--- src/hw/rtl/vlq_pkg.sv ---
`timescale 1ns / 1ps

package vlq_pkg;

   // Operation codes of the request beat.
   localparam logic OP_ADD  = 1'b0;
   localparam logic OP_TICK = 1'b1;

   // Result kinds.
   localparam logic [1:0] KIND_LATENCY  = 2'd0;
   localparam logic [1:0] KIND_RELEASED = 2'd1;
   localparam logic [1:0] KIND_DROPPED  = 2'd2;

   // Register indexes on the csr port.
   localparam logic [2:0] REG_LAT_VENUE_ZERO  = 3'd0;
   localparam logic [2:0] REG_LAT_VENUE_ONE   = 3'd1;
   localparam logic [2:0] REG_LAT_VENUE_TWO   = 3'd2;
   localparam logic [2:0] REG_LAT_VENUE_THREE = 3'd3;
   localparam logic [2:0] REG_DEFAULT_LAT     = 3'd4;
   localparam logic [2:0] REG_POLL_INTERVAL   = 3'd5;

   // Register reset values.
   localparam logic [15:0] RST_LAT_VENUE_ZERO  = 16'd20;
   localparam logic [15:0] RST_LAT_VENUE_ONE   = 16'd70;
   localparam logic [15:0] RST_LAT_VENUE_TWO   = 16'd15;
   localparam logic [15:0] RST_LAT_VENUE_THREE = 16'd25;
   localparam logic [15:0] RST_DEFAULT_LAT     = 16'd50;
   localparam logic [9:0]  RST_POLL_INTERVAL   = 10'd1;

   // Most releases one tick may produce.
   localparam int MAX_RESULTS = 16;
   localparam int NW          = $clog2(MAX_RESULTS + 1);

   // Cell load selects.
   localparam logic [1:0] SEL_HOLD  = 2'd0;
   localparam logic [1:0] SEL_SHIFT = 2'd1;
   localparam logic [1:0] SEL_TAIL  = 2'd2;
   localparam logic [1:0] SEL_ADD   = 2'd3;

   typedef struct packed {
      logic [15:0] tag;
      logic [31:0] deadline;
   } entry_type;

endpackage

--- src/hw/rtl/vlq_cell.sv ---
`timescale 1ns / 1ps

module vlq_cell
   import vlq_pkg::*;
(
   input  logic       clock,
   input  logic [1:0] sel,
   input  entry_type  right_in,
   input  entry_type  head_in,
   input  entry_type  add_in,
   output entry_type  data_out
);

   entry_type data_ff;

   // Hold, take the neighbor's entry, take the recirculated head, or take a new entry.
   always_ff @(posedge clock) begin
      unique case (sel)
         SEL_HOLD:  data_ff <= data_ff;
         SEL_SHIFT: data_ff <= right_in;
         SEL_TAIL:  data_ff <= head_in;
         SEL_ADD:   data_ff <= add_in;
      endcase
   end

   assign data_out = data_ff;

endmodule

--- src/hw/rtl/venue_latency_delay_queue.sv ---
`timescale 1ns / 1ps
// Timed delay queue for orders routed to one of four venues.
// Request channel: an item is taken at a rising edge with start high and busy
// low. req_operation selects an add (tag plus venue) or a tick of one poll
// interval. Result channel: rsp_valid strobes for one cycle per result beat;
// the receiver cannot stall, so every beat must be taken when shown.
// Configuration: csr_we writes csr_wdata into register csr_index at once;
// indexes above 5 are ignored. Write only while busy is low and no beat pends.
// Adds: an add answers in the cycle after it is taken with a latency event,
// or a dropped beat when the store is full; adds leave busy low, so outside
// a tick scan they go back to back at one per cycle. A tick advances the
// millisecond clock and walks the entry chain from its head, one stored
// entry per cycle, holding busy until the scan closes; releases follow in
// insertion order, the final one marked by rsp_last. The chain of cells
// sets this pace: cell 0 is the only one examined.
// Reset clears the clock, the entry count and the registers to their
// defaults; the entry cells themselves are not cleared.
module venue_latency_delay_queue
   import vlq_pkg::*;
#(
   parameter int DEPTH = 16
)
(
   input  logic        clock,
   input  logic        reset,
   input  logic        start,
   output logic        busy,
   input  logic        req_operation,
   input  logic [15:0] req_order_tag,
   input  logic [2:0]  req_venue,
   output logic        rsp_valid,
   output logic [1:0]  rsp_kind,
   output logic [15:0] rsp_tag_out,
   output logic [15:0] rsp_latency_out,
   output logic        rsp_last,
   input  logic        csr_we,
   input  logic [2:0]  csr_index,
   input  logic [15:0] csr_wdata
);

   localparam int CW = $clog2(DEPTH + 1);

   localparam logic ST_IDLE = 1'b0;
   localparam logic ST_SCAN = 1'b1;

   // ---------------- configuration registers ----------------
   logic [15:0] lat0_ff, lat1_ff, lat2_ff, lat3_ff, lat_def_ff;
   logic [9:0]  poll_ff;

   always_ff @(posedge clock) begin
      if (reset) begin
         lat0_ff    <= RST_LAT_VENUE_ZERO;
         lat1_ff    <= RST_LAT_VENUE_ONE;
         lat2_ff    <= RST_LAT_VENUE_TWO;
         lat3_ff    <= RST_LAT_VENUE_THREE;
         lat_def_ff <= RST_DEFAULT_LAT;
         poll_ff    <= RST_POLL_INTERVAL;
      end else if (csr_we) begin
         unique case (csr_index)
            REG_LAT_VENUE_ZERO:  lat0_ff    <= csr_wdata;
            REG_LAT_VENUE_ONE:   lat1_ff    <= csr_wdata;
            REG_LAT_VENUE_TWO:   lat2_ff    <= csr_wdata;
            REG_LAT_VENUE_THREE: lat3_ff    <= csr_wdata;
            REG_DEFAULT_LAT:     lat_def_ff <= csr_wdata;
            REG_POLL_INTERVAL:   poll_ff    <= csr_wdata[9:0];
            default: ;
         endcase
      end
   end

   // ---------------- control state ----------------
   logic          state_ff, state_in;
   logic [31:0]   now_ff, now_in;
   logic [CW-1:0] count_ff, count_in;
   logic [CW-1:0] remain_ff, remain_in;
   logic [NW-1:0] rel_ff, rel_in;
   logic          pend_valid_ff, pend_valid_in;
   logic [15:0]   pend_tag_ff, pend_tag_in;

   logic          rsp_valid_ff, rsp_valid_in;
   logic [1:0]    rsp_kind_ff, rsp_kind_in;
   logic [15:0]   rsp_tag_ff, rsp_tag_in;
   logic [15:0]   rsp_lat_ff, rsp_lat_in;
   logic          rsp_last_ff, rsp_last_in;

   logic accept, do_add, do_tick, full, scan_step, scan_done, head_due, release_head;
   logic [15:0] venue_lat;

   entry_type cell_q [DEPTH];
   entry_type add_entry;

   assign busy      = (state_ff == ST_SCAN);
   assign accept    = start && !busy;
   assign do_add    = accept && (req_operation == OP_ADD);
   assign do_tick   = accept && (req_operation == OP_TICK);
   assign full      = (count_ff == CW'(DEPTH));
   assign scan_step = busy && (remain_ff != '0);
   assign scan_done = busy && (remain_ff == '0);

   // Due when the head deadline is not ahead of now, modulo 2^32.
   assign head_due     = ((now_ff - cell_q[0].deadline) >> 31) == 32'd0;
   assign release_head = scan_step && head_due && (rel_ff != NW'(MAX_RESULTS));

   always_comb begin
      unique case (req_venue)
         3'd0:    venue_lat = lat0_ff;
         3'd1:    venue_lat = lat1_ff;
         3'd2:    venue_lat = lat2_ff;
         3'd3:    venue_lat = lat3_ff;
         default: venue_lat = lat_def_ff;
      endcase
   end

   assign add_entry.tag      = req_order_tag;
   assign add_entry.deadline = now_ff + {16'd0, venue_lat};

   // ---------------- cell chain ----------------
   // During a scan the live window 0..count-1 acts as a queue: every cell
   // advances toward the head, and a kept head re-enters at the window tail.
   // A released head simply shrinks the window.
   for (genvar i = 0; i < DEPTH; i++) begin : g_cell
      entry_type  right_d;
      logic [1:0] sel_d;

      if (i < DEPTH - 1) begin : g_mid
         assign right_d = cell_q[i+1];
      end else begin : g_end
         assign right_d = cell_q[0];
      end

      always_comb begin
         sel_d = SEL_HOLD;
         if (scan_step) begin
            if (CW'(i + 1) < count_ff) begin
               sel_d = SEL_SHIFT;
            end else if ((CW'(i + 1) == count_ff) && !release_head) begin
               sel_d = SEL_TAIL;
            end
         end else if (do_add && !full && (CW'(i) == count_ff)) begin
            sel_d = SEL_ADD;
         end
      end

      vlq_cell u_cell (
         .clock    (clock),
         .sel      (sel_d),
         .right_in (right_d),
         .head_in  (cell_q[0]),
         .add_in   (add_entry),
         .data_out (cell_q[i])
      );
   end

   // ---------------- sequencing ----------------
   always_comb begin
      state_in      = state_ff;
      now_in        = now_ff;
      count_in      = count_ff;
      remain_in     = remain_ff;
      rel_in        = rel_ff;
      pend_valid_in = pend_valid_ff;
      pend_tag_in   = pend_tag_ff;

      rsp_valid_in = 1'b0;
      rsp_kind_in  = KIND_RELEASED;
      rsp_tag_in   = pend_tag_ff;
      rsp_lat_in   = 16'd0;
      rsp_last_in  = 1'b0;

      if (do_add) begin
         rsp_valid_in = 1'b1;
         rsp_tag_in   = req_order_tag;
         rsp_last_in  = 1'b1;
         if (full) begin
            rsp_kind_in = KIND_DROPPED;
         end else begin
            rsp_kind_in = KIND_LATENCY;
            rsp_lat_in  = venue_lat;
            count_in    = count_ff + CW'(1);
         end
      end

      if (do_tick) begin
         now_in        = now_ff + {22'd0, poll_ff};
         state_in      = ST_SCAN;
         remain_in     = count_ff;
         rel_in        = '0;
         pend_valid_in = 1'b0;
      end

      if (scan_step) begin
         remain_in = remain_ff - CW'(1);
         if (release_head) begin
            // Hold the newest release back until we know whether it is the last.
            count_in      = count_ff - CW'(1);
            rel_in        = rel_ff + NW'(1);
            pend_valid_in = 1'b1;
            pend_tag_in   = cell_q[0].tag;
            rsp_valid_in  = pend_valid_ff;
         end
      end

      if (scan_done) begin
         state_in      = ST_IDLE;
         pend_valid_in = 1'b0;
         rsp_valid_in  = pend_valid_ff;
         rsp_last_in   = 1'b1;
      end
   end

   always_ff @(posedge clock) begin
      if (reset) begin
         state_ff      <= ST_IDLE;
         now_ff        <= 32'd0;
         count_ff      <= '0;
         remain_ff     <= '0;
         rel_ff        <= '0;
         pend_valid_ff <= 1'b0;
         rsp_valid_ff  <= 1'b0;
      end else begin
         state_ff      <= state_in;
         now_ff        <= now_in;
         count_ff      <= count_in;
         remain_ff     <= remain_in;
         rel_ff        <= rel_in;
         pend_valid_ff <= pend_valid_in;
         rsp_valid_ff  <= rsp_valid_in;
      end
   end

   always_ff @(posedge clock) begin
      pend_tag_ff <= pend_tag_in;
      rsp_kind_ff <= rsp_kind_in;
      rsp_tag_ff  <= rsp_tag_in;
      rsp_lat_ff  <= rsp_lat_in;
      rsp_last_ff <= rsp_last_in;
   end

   assign rsp_valid       = rsp_valid_ff;
   assign rsp_kind        = rsp_kind_ff;
   assign rsp_tag_out     = rsp_tag_ff;
   assign rsp_latency_out = rsp_lat_ff;
   assign rsp_last        = rsp_last_ff;

   // ---------------- assertions ----------------
   a_count_bound: assert property (@(posedge clock) disable iff (reset)
      count_ff <= CW'(DEPTH))
      else $error("entry count beyond depth");

   a_add_answers: assert property (@(posedge clock) disable iff (reset)
      do_add |=> (rsp_valid && rsp_last && (rsp_kind != KIND_RELEASED)))
      else $error("add beat without a final answer");

   a_scan_ends: assert property (@(posedge clock) disable iff (reset)
      scan_done |=> !busy)
      else $error("scan did not return to idle");

   a_release_bound: assert property (@(posedge clock) disable iff (reset)
      rel_ff <= NW'(MAX_RESULTS))
      else $error("too many releases in one tick");

   a_no_release_idle: assert property (@(posedge clock) disable iff (reset)
      (!busy && !$past(busy)) |-> !(rsp_valid && (rsp_kind == KIND_RELEASED)))
      else $error("release beat outside a scan");

endmodule
--- config.mk ---
export PLATFORM = sky130hd
export DESIGN_NAME = venue_latency_delay_queue
export DESIGN_NICKNAME = d
export VERILOG_FILES = /design/src/hw/rtl/vlq_pkg.sv /design/src/hw/rtl/vlq_cell.sv /design/src/hw/rtl/venue_latency_delay_queue.sv
export SDC_FILE = /design/constraint.sdc
export NUM_CORES = 2
export LEC_CHECK = 0
export ABC_AREA = 0
export BUFFER_PORTS_ARGS = -buffer_cell sky130_fd_sc_hd__buf_2
export CORE_ASPECT_RATIO = 2
export CORE_MARGIN = 2
export CORE_UTILIZATION = 30
export DETAILED_ROUTE_END_ITERATION = 8
export SKIP_LAST_GASP = 1
export SLEW_MARGIN = 20
export SYNTH_ARGS = -nofsm -noshare
export SYNTH_HDL_FRONTEND = slang
export SYNTH_SLANG_ARGS = --single-unit
--- constraint.sdc ---
create_clock -name clock -period 6.1 [get_ports clock]
set_input_delay 1.83 -clock clock [delete_from_list [all_inputs] [get_ports clock]]
set_output_delay 1.83 -clock clock [all_outputs]
set_load 0.02 [all_outputs]
# Word-level counts from Yosys, hierarchy flattened
# Index checks and enable logic that the tools add are counted.
# word_totals
in_bits,43
register_bits,959
# op_classes
bitwise,2
order_cmp,16
eq_ne,74
addsub,7
muxes,99
reduce_logical,77
# ops
cell,count
48-bit one-hot mux with 3 select lines,14
48-bit one-hot mux with 2 select lines,2
2-bit 2-to-1 mux,65
2-bit equality test (second input constant),32
16-bit one-hot mux with 4 select lines,1
5-bit 2-to-1 mux,9
4-bit by 5-bit equality test with 1-bit output (first input constant),8
1-bit logical AND,40
4-bit by 5-bit < comparator with 1-bit output (first input constant),8
32-bit by 10-bit adder with 32-bit output,1
32-bit by 16-bit adder with 32-bit output,1
2-bit by 1-bit equality test with 1-bit output (second input constant),16
2-bit zero test,16
32-bit zero test,1
32-bit subtractor,1
3-bit by 5-bit equality test with 1-bit output (first input constant),4
3-bit by 5-bit < comparator with 1-bit output (first input constant),4
16-bit 2-to-1 mux,1
2-bit AND reduction,7
3-bit by 2-bit equality test with 1-bit output (second input constant),4
5-bit by 1-bit adder with 5-bit output (second input constant),2
2-bit by 5-bit equality test with 1-bit output (first input constant),2
5-bit zero test,2
2-bit by 5-bit < comparator with 1-bit output (first input constant),2
16 further kinds,32

# Longest topological paths before layout
# depth
ltp_word,12
mapped_depth,15
mapped_depth_nobuf,12

# Hierarchy
# Synthesis repeated with hierarchy kept, for this count alone.
# hier_totals
hier_cells,4619
area_unflattened_um2,49718.9
# by_module_without_submodules
mod,cells_per_inst,seq_area_each_um2,area_per_inst_um2,n_inst
vlq_cell,210,1441.4,2461.1,16
venue_latency_delay_queue,1259,3983.8,10341.2,1

# Least setup slack after synthesis
# Ideal clock, no wire load.
# synth_timing
kind,flip-flop to flip-flop
startpoint,"register g_cell[0].u_cell.data_ff, in the netlist g_cell[0].u_cell.data_out[30]"
endpoint,"register g_cell[2].u_cell.data_ff, in the netlist g_cell[2].u_cell.data_out[0], enable pin"
arrival_ns,5.870
stages_incl_launch_ff,14
setup_slack_ns,-0.290
period_less_slack_ns,6.390
path_cell_list,edfxtp_1 -> clkbuf_1 -> clkbuf_1 -> inv_1 -> ha_1 -> nand4_2 -> nor4_2 -> nand4_1 -> o22ai_2 -> nor3_2 -> buf_4 -> nor2_1 -> a21oi_1 -> o21ai_0
# synth_between
elab_chain_len,10
# synth_lines
item,line_no,source
start: declaration,vlq_cell.sv:14,entry_type data_ff;
start signal: assignment,vlq_cell.sv:19,SEL_HOLD: data_ff <= data_ff;
start signal: assignment,vlq_cell.sv:20,SEL_SHIFT: data_ff <= right_in;
start signal: assignment,vlq_cell.sv:21,SEL_TAIL: data_ff <= head_in;
32-bit subtractor,venue_latency_delay_queue.sv:101,assign head_due = ((now_ff - cell_q[0].deadline) >> 31) == 32'd0;
32-bit zero test,venue_latency_delay_queue.sv:101,
1-bit logical AND (2 in series),venue_latency_delay_queue.sv:102,assign release_head = scan_step && head_due && (rel_ff != NW'(MAX_RESULTS));
1-bit zero test,venue_latency_delay_queue.sv:136,end else if ((CW'(i + 1) == count_ff) && !release_head) begin
1-bit logical AND,venue_latency_delay_queue.sv:136,
2-bit 2-to-1 mux,venue_latency_delay_queue.sv:136,
2-bit 2-to-1 mux,venue_latency_delay_queue.sv:134,if (CW'(i + 1) < count_ff) begin
2-bit 2-to-1 mux,venue_latency_delay_queue.sv:133,if (scan_step) begin
2-bit zero test,vlq_cell.sv:18,unique case (sel)
end signal: assignment,vlq_cell.sv:19,
end signal: assignment,vlq_cell.sv:20,
end signal: assignment,vlq_cell.sv:21,
end: declaration,vlq_cell.sv:14,
# Every way passes these cells.
# A chain may end at the register's enable or synchronous reset.

# Final worst setup path
# layout_timing
startpoint,input port req_venue[0]
endpoint,"register g_cell[1].u_cell.data_ff, in the netlist g_cell[1].u_cell.data_out[16], data pin"
# layout_between
elab_chain_len,4
word_cells_on_any_way,7
classes_between,add/sub: 1; eq/ne: 3; mux: 2; reduce/logical: 1
# layout_lines
item,line_no,source
start: declaration,venue_latency_delay_queue.sv:30,"input logic [2:0] req_venue,"
"3-bit by 2-bit equality test with 1-bit output, or another cell as far along",venue_latency_delay_queue.sv:105,unique case (req_venue)
16-bit one-hot mux with 4 select lines *,venue_latency_delay_queue.sv:105,
via venue_lat[0],venue_latency_delay_queue.sv:87,logic [15:0] venue_lat;
32-bit by 16-bit adder with 32-bit output *,venue_latency_delay_queue.sv:115,"assign add_entry.deadline = now_ff + {16'd0, venue_lat};"
48-bit one-hot mux with 3 select lines *,vlq_cell.sv:18,
end signal: assignment,vlq_cell.sv:19,
end signal: assignment,vlq_cell.sv:20,
end signal: assignment,vlq_cell.sv:21,
end: declaration,vlq_cell.sv:14,
# The timed path passes the listed nets; every way through them passes the cells marked *.

==> metrics.md <==
| Metric | Value |
|---|---|
| Iteration count of the initial detailed-routing pass | `5` |
| Max rail drop VDD | `319 uV` |
| Post-route minimum period | `5.28 ns` |
| Final routed wire length divided by cell count | `28.8 um` |
| Buffer cell driving the clock tree root | `sky130_fd_sc_hd__clkbuf_16` |
| Mean instance size in the synthesized netlist | `11.6 um^2` |
| Pwr per Cell Area | `262 nW/um^2` |
| Post-route standard cell area excluding fillers | `52700 um^2` |
| Portion of the clock cycle consumed by the worst path in the final layout | `86.6%` |
| Post-synthesis cell type with the largest combined area | `sky130_fd_sc_hd__edfxtp_1` |
| Top-level I/O count | `80` |
| Met3 routed WL | `13900 um` |
| Worst min path class | `flop to flop` |
| Max capacitance violation total | `0` |
| Cell area reported after detailed placement | `49700 um^2` |
| Data required, critical path | `6.59 ns` |
| Data arrival time of the critical path | `5.77 ns` |
| Antenna violations before repair | `5` |
| Share of the synthesized area in the top cell type | `50.9%` |
| Layout-stage area growth over the synthesis result | `13.9%` |
| Most used DFF post-synth | `sky130_fd_sc_hd__edfxtp_1` |
| Post-cts hold buffer count | `0` |
| Number of instances resized during post-cts repair | `0` |
| Buffers added on ports | `79` |
| Num CTS Buffers | `90` |
| DIE AREA | `158000 um^2` |
| Part of the Yosys area used for sequential elements | `58.4%` |
| Layout cells sized above 1 | `14.2%` |
| Number of nets with antenna violations after routing | `0` |
| Worst setup SP type | `input port` |
| Setup TNS after final layout | `0 ns` |
| DRT met1 WL | `55500 um` |
| Overall die height | `559 um` |
| Clock Latency Late Sink | `0.74 ns` |
| GRT Overall Usage | `21.6%` |
| Placeable core area | `153000 um^2` |
| Top Metal Used | `met5` |
| Setup Buffers After CTS | `0` |
| Core Rows | `203` |
| Global placement routability congestion | `0.937` |
| Max Fanout on Critical Path | `16` |
| Cell types occupying the most area after synthesis | `sky130_fd_sc_hd__edfxtp_1 (51%), sky130_fd_sc_hd__a221o_1 (9.3%), sky130_fd_sc_hd__dfxtp_1 (7.6%)` |
| Total length of routed met2 wires | `89700 um` |
| Max Clock Freq | `0.189 GHz` |
| Starting DRT DRC Count | `4022` |
| Leakage power of the design | `18.7 nW` |
| Final count of negative-setup-slack endpoints | `0` |
| Detail-routed via count per cell | `5.89` |
| Vias in the first global route | `35500` |
| Final hold violation count | `0` |
| Drt drc | `0` |
| Syn Inst Count | `3988` |
| Async set or reset register ratio after synthesis | `0%` |
| Post-synth EDFFs | `784` |
| Global-route wire length before repair | `248000 um` |
| Maximum number of pins on one net before global-route repair | `83` |
| Die X | `282 um` |
| Net count reported at finish | `4030` |
| Clock transition at the registers of the reported paths | `0.07 ns` |
| CTS tree | `built` |
| RSZ-0062 raised after global routing | `no` |
| Starting utilization of the core area | `30.2%` |
| Deepest level of the CTS H-tree | `3` |
| Cell variety after synth | `75` |
| Critical path class | `input port to flop` |
| Post-Route WL | `174000 um` |
| Gr ovfl total | `0` |
| HPWL after detailed placement | `105000 um` |
| Max Transition Viols Final | `0` |
| Final setup skew | `0.0458 ns` |
| Total number of vias | `35600` |
| Number of nets produced by synthesis | `4097` |
| Number of synthesis warnings | `0` |
| Worst setup EP type | `flop` |
| Total clock sinks | `959` |
| Result of the run | `finished, final reports clean` |
| Number of buffers between clock root and the deepest sink | `3` |
| Worst max-slew margin expressed relative to the limit | `23.6%` |
| Netlist area before placement | `46300 um^2` |
| #FFs+latches synth | `959` |
| Actual transition at the worst max-transition pin | `1.15 ns` |
-- placed cells by master (no fill, tap or decap), types with 9 or more instances in the layout --
| master | count |
|---|---|
| sky130_fd_sc_hd__edfxtp_1 | 784 |
| sky130_fd_sc_hd__a221o_1 | 428 |
| sky130_fd_sc_hd__nand2_1 | 416 |
| sky130_fd_sc_hd__nor2_1 | 409 |
| sky130_fd_sc_hd__a21o_1 | 196 |
| sky130_fd_sc_hd__a22o_1 | 187 |
| sky130_fd_sc_hd__dfxtp_1 | 175 |
| sky130_fd_sc_hd__buf_4 | 144 |
| sky130_fd_sc_hd__a21oi_1 | 140 |
| sky130_fd_sc_hd__o21ai_0 | 126 |
| sky130_fd_sc_hd__clkbuf_16 | 92 |
| sky130_fd_sc_hd__buf_2 | 78 |
| sky130_fd_sc_hd__ha_1 | 64 |
| sky130_fd_sc_hd__mux2_2 | 60 |
| sky130_fd_sc_hd__and3_1 | 60 |
| sky130_fd_sc_hd__inv_1 | 55 |
| sky130_fd_sc_hd__a22oi_1 | 49 |
| sky130_fd_sc_hd__nand3_1 | 45 |
| sky130_fd_sc_hd__nor3_1 | 40 |
| sky130_fd_sc_hd__buf_12 | 40 |
| sky130_fd_sc_hd__and2_1 | 23 |
| sky130_fd_sc_hd__xnor2_1 | 23 |
| sky130_fd_sc_hd__nor2b_1 | 19 |
| sky130_fd_sc_hd__nand3b_1 | 19 |
| sky130_fd_sc_hd__clkbuf_1 | 18 |
| sky130_fd_sc_hd__mux4_2 | 16 |
| sky130_fd_sc_hd__xor2_1 | 15 |
| sky130_fd_sc_hd__a211oi_1 | 14 |
| sky130_fd_sc_hd__nor2_4 | 14 |
| sky130_fd_sc_hd__nand4_1 | 12 |
| sky130_fd_sc_hd__o211ai_1 | 11 |
| sky130_fd_sc_hd__or3_1 | 11 |
| sky130_fd_sc_hd__clkinv_1 | 10 |
| sky130_fd_sc_hd__nor3_4 | 10 |
| sky130_fd_sc_hd__o21ai_4 | 10 |
| sky130_fd_sc_hd__clkinv_2 | 10 |
| sky130_fd_sc_hd__a31oi_1 | 9 |
| sky130_fd_sc_hd__or4_1 | 9 |
-- metrics by stage --
step	instances	hold WS, ns	worst slack [ns]	total power [mW]	util (%)
detailed placement	5879	0.422	0.218	8.07	32.5
global route	6045	0.471	0.661	14.1	34.4
CTS	6044	0.417	0.977	13.9	34.4
finish	6045	0.419	0.815	13.8	34.4
global placement	5878	0.425	0.222	8.06	32.5
floorplan	3988	0.416	0.152	7.74	-
-- flip-flops by register name, summed over array words and instances, names as in the netlist, 10 cells and up --
| register | cells |
|---|---|
| now_ff | 32 |
| lat0_ff | 16 |
| lat2_ff | 16 |
| pend_tag_ff | 16 |
| lat1_ff | 16 |
| rsp_latency_out | 16 |
| poll_ff | 10 |
| rsp_tag_out | 16 |
| g_cell.u_cell.data_out | 768 |
| lat3_ff | 16 |
| lat_def_ff | 16 |
-- worst paths after layout --
| kind | from | to | slack (ns) | cells past startpoint |
|---|---|---|---|---|
| max | req_venue[0] | g_cell[1].u_cell.data_out[16] | 0.82 | 15 |
| min | pend_tag_ff[9] | rsp_tag_out[9] | 0.42 | 2 |
| max reg2reg | g_cell[0].u_cell.data_out[26] | g_cell[4].u_cell.data_out[9] | 1.01 | 13 |
| min reg2reg | pend_tag_ff[9] | rsp_tag_out[9] | 0.42 | 2 |
-- cell usage after synthesis, types with 4 or more instances --
cell type / n
sky130_fd_sc_hd__a31oi_1: 9
sky130_fd_sc_hd__o21bai_1: 4
sky130_fd_sc_hd__nand4_1: 12
sky130_fd_sc_hd__dfxtp_1: 175
sky130_fd_sc_hd__clkbuf_1: 305
sky130_fd_sc_hd__nor3_1: 41
sky130_fd_sc_hd__o21a_1: 9
sky130_fd_sc_hd__nor3_4: 5
sky130_fd_sc_hd__a22o_1: 187
sky130_fd_sc_hd__buf_1: 23
sky130_fd_sc_hd__ha_1: 64
sky130_fd_sc_hd__nand2b_1: 6
sky130_fd_sc_hd__or2_2: 7
sky130_fd_sc_hd__buf_6: 5
sky130_fd_sc_hd__nor2_1: 427
sky130_fd_sc_hd__edfxtp_1: 784
sky130_fd_sc_hd__mux2_2: 60
sky130_fd_sc_hd__nand2_1: 421
sky130_fd_sc_hd__nor2_2: 4
sky130_fd_sc_hd__or3_1: 12
sky130_fd_sc_hd__mux4_2: 16
sky130_fd_sc_hd__nor4_1: 7
sky130_fd_sc_hd__xor2_1: 15
sky130_fd_sc_hd__and3_1: 61
sky130_fd_sc_hd__or4_1: 9
sky130_fd_sc_hd__a211oi_1: 14
sky130_fd_sc_hd__inv_1: 52
sky130_fd_sc_hd__nor2b_1: 19
sky130_fd_sc_hd__o211ai_1: 11
sky130_fd_sc_hd__xnor2_1: 23
sky130_fd_sc_hd__and2_1: 23
sky130_fd_sc_hd__nand3b_1: 19
sky130_fd_sc_hd__nor3b_1: 8
sky130_fd_sc_hd__buf_2: 78
sky130_fd_sc_hd__a21o_1: 196
sky130_fd_sc_hd__buf_4: 11
sky130_fd_sc_hd__nand3_1: 47
sky130_fd_sc_hd__a21oi_1: 141
sky130_fd_sc_hd__nor3_2: 5
sky130_fd_sc_hd__xnor2_2: 7
sky130_fd_sc_hd__o21ai_0: 136
sky130_fd_sc_hd__a221o_1: 428
sky130_fd_sc_hd__and4_1: 5
sky130_fd_sc_hd__a22oi_1: 49
-- worst max-delay path, cell delays in order --
cell and delay (ns):
sky130_fd_sc_hd__buf_2 0.25, sky130_fd_sc_hd__mux4_2 0.53, sky130_fd_sc_hd__mux2_2 0.29, sky130_fd_sc_hd__ha_1 0.21, sky130_fd_sc_hd__fa_1 0.46, sky130_fd_sc_hd__a211oi_1 0.30
sky130_fd_sc_hd__nor4_1 0.12, sky130_fd_sc_hd__o21a_1 0.23, sky130_fd_sc_hd__o211ai_1 0.18, sky130_fd_sc_hd__buf_4 0.22, sky130_fd_sc_hd__nand2_1 0.26, sky130_fd_sc_hd__xnor2_1 0.26
sky130_fd_sc_hd__buf_4 0.26, sky130_fd_sc_hd__nor2_1 0.08, sky130_fd_sc_hd__a221o_1 0.27
-- layout make-up --
cell class	instances	area (um^2)
antenna	1	2.50
clock buffer	118	2480
clock inverter	47	473
fill	14900	100000
inverter	56	210
multi-input combinational	2551	17600
sequential	959	27000
tap	2050	2560
timing repair buffer	263	2290
-- cells by family (layout without fill, tap and decap cells) --
kind of cell	Yosys count	in the layout	share of synthesized area [%]
AOI/OAI and AO/OA	1207	1207	21.0
and+or+nand+nor	1155	1155	11.2
DFF	959	959	58.4
buffers and inverters	478	484	4.26
muxes	76	76	2.24
adders and majority gates	66	66	1.82
xor gates and xnor gates	47	47	1.04
other	0	1	0
-- routing by layer --
layer / GRT usage [%] / vias up
li1: - / 15100
met1: 22.0 / 17600
met2: 39.1 / 2161
met3: 3.92 / 742
met4: 15.9 / 6
met5: 0 / -
-- where the power goes --
group | leakage [nW] | switching [mW] | internal (mW) | total, mW
logic | 8.73 | 0.506 | 0.198 | 0.703
registers | 8.49 | 0.129 | 7.10 | 7.23
clock network | 1.44 | 2.74 | 3.11 | 5.86
No activity file was read; power rests on OpenSTA's default activity.
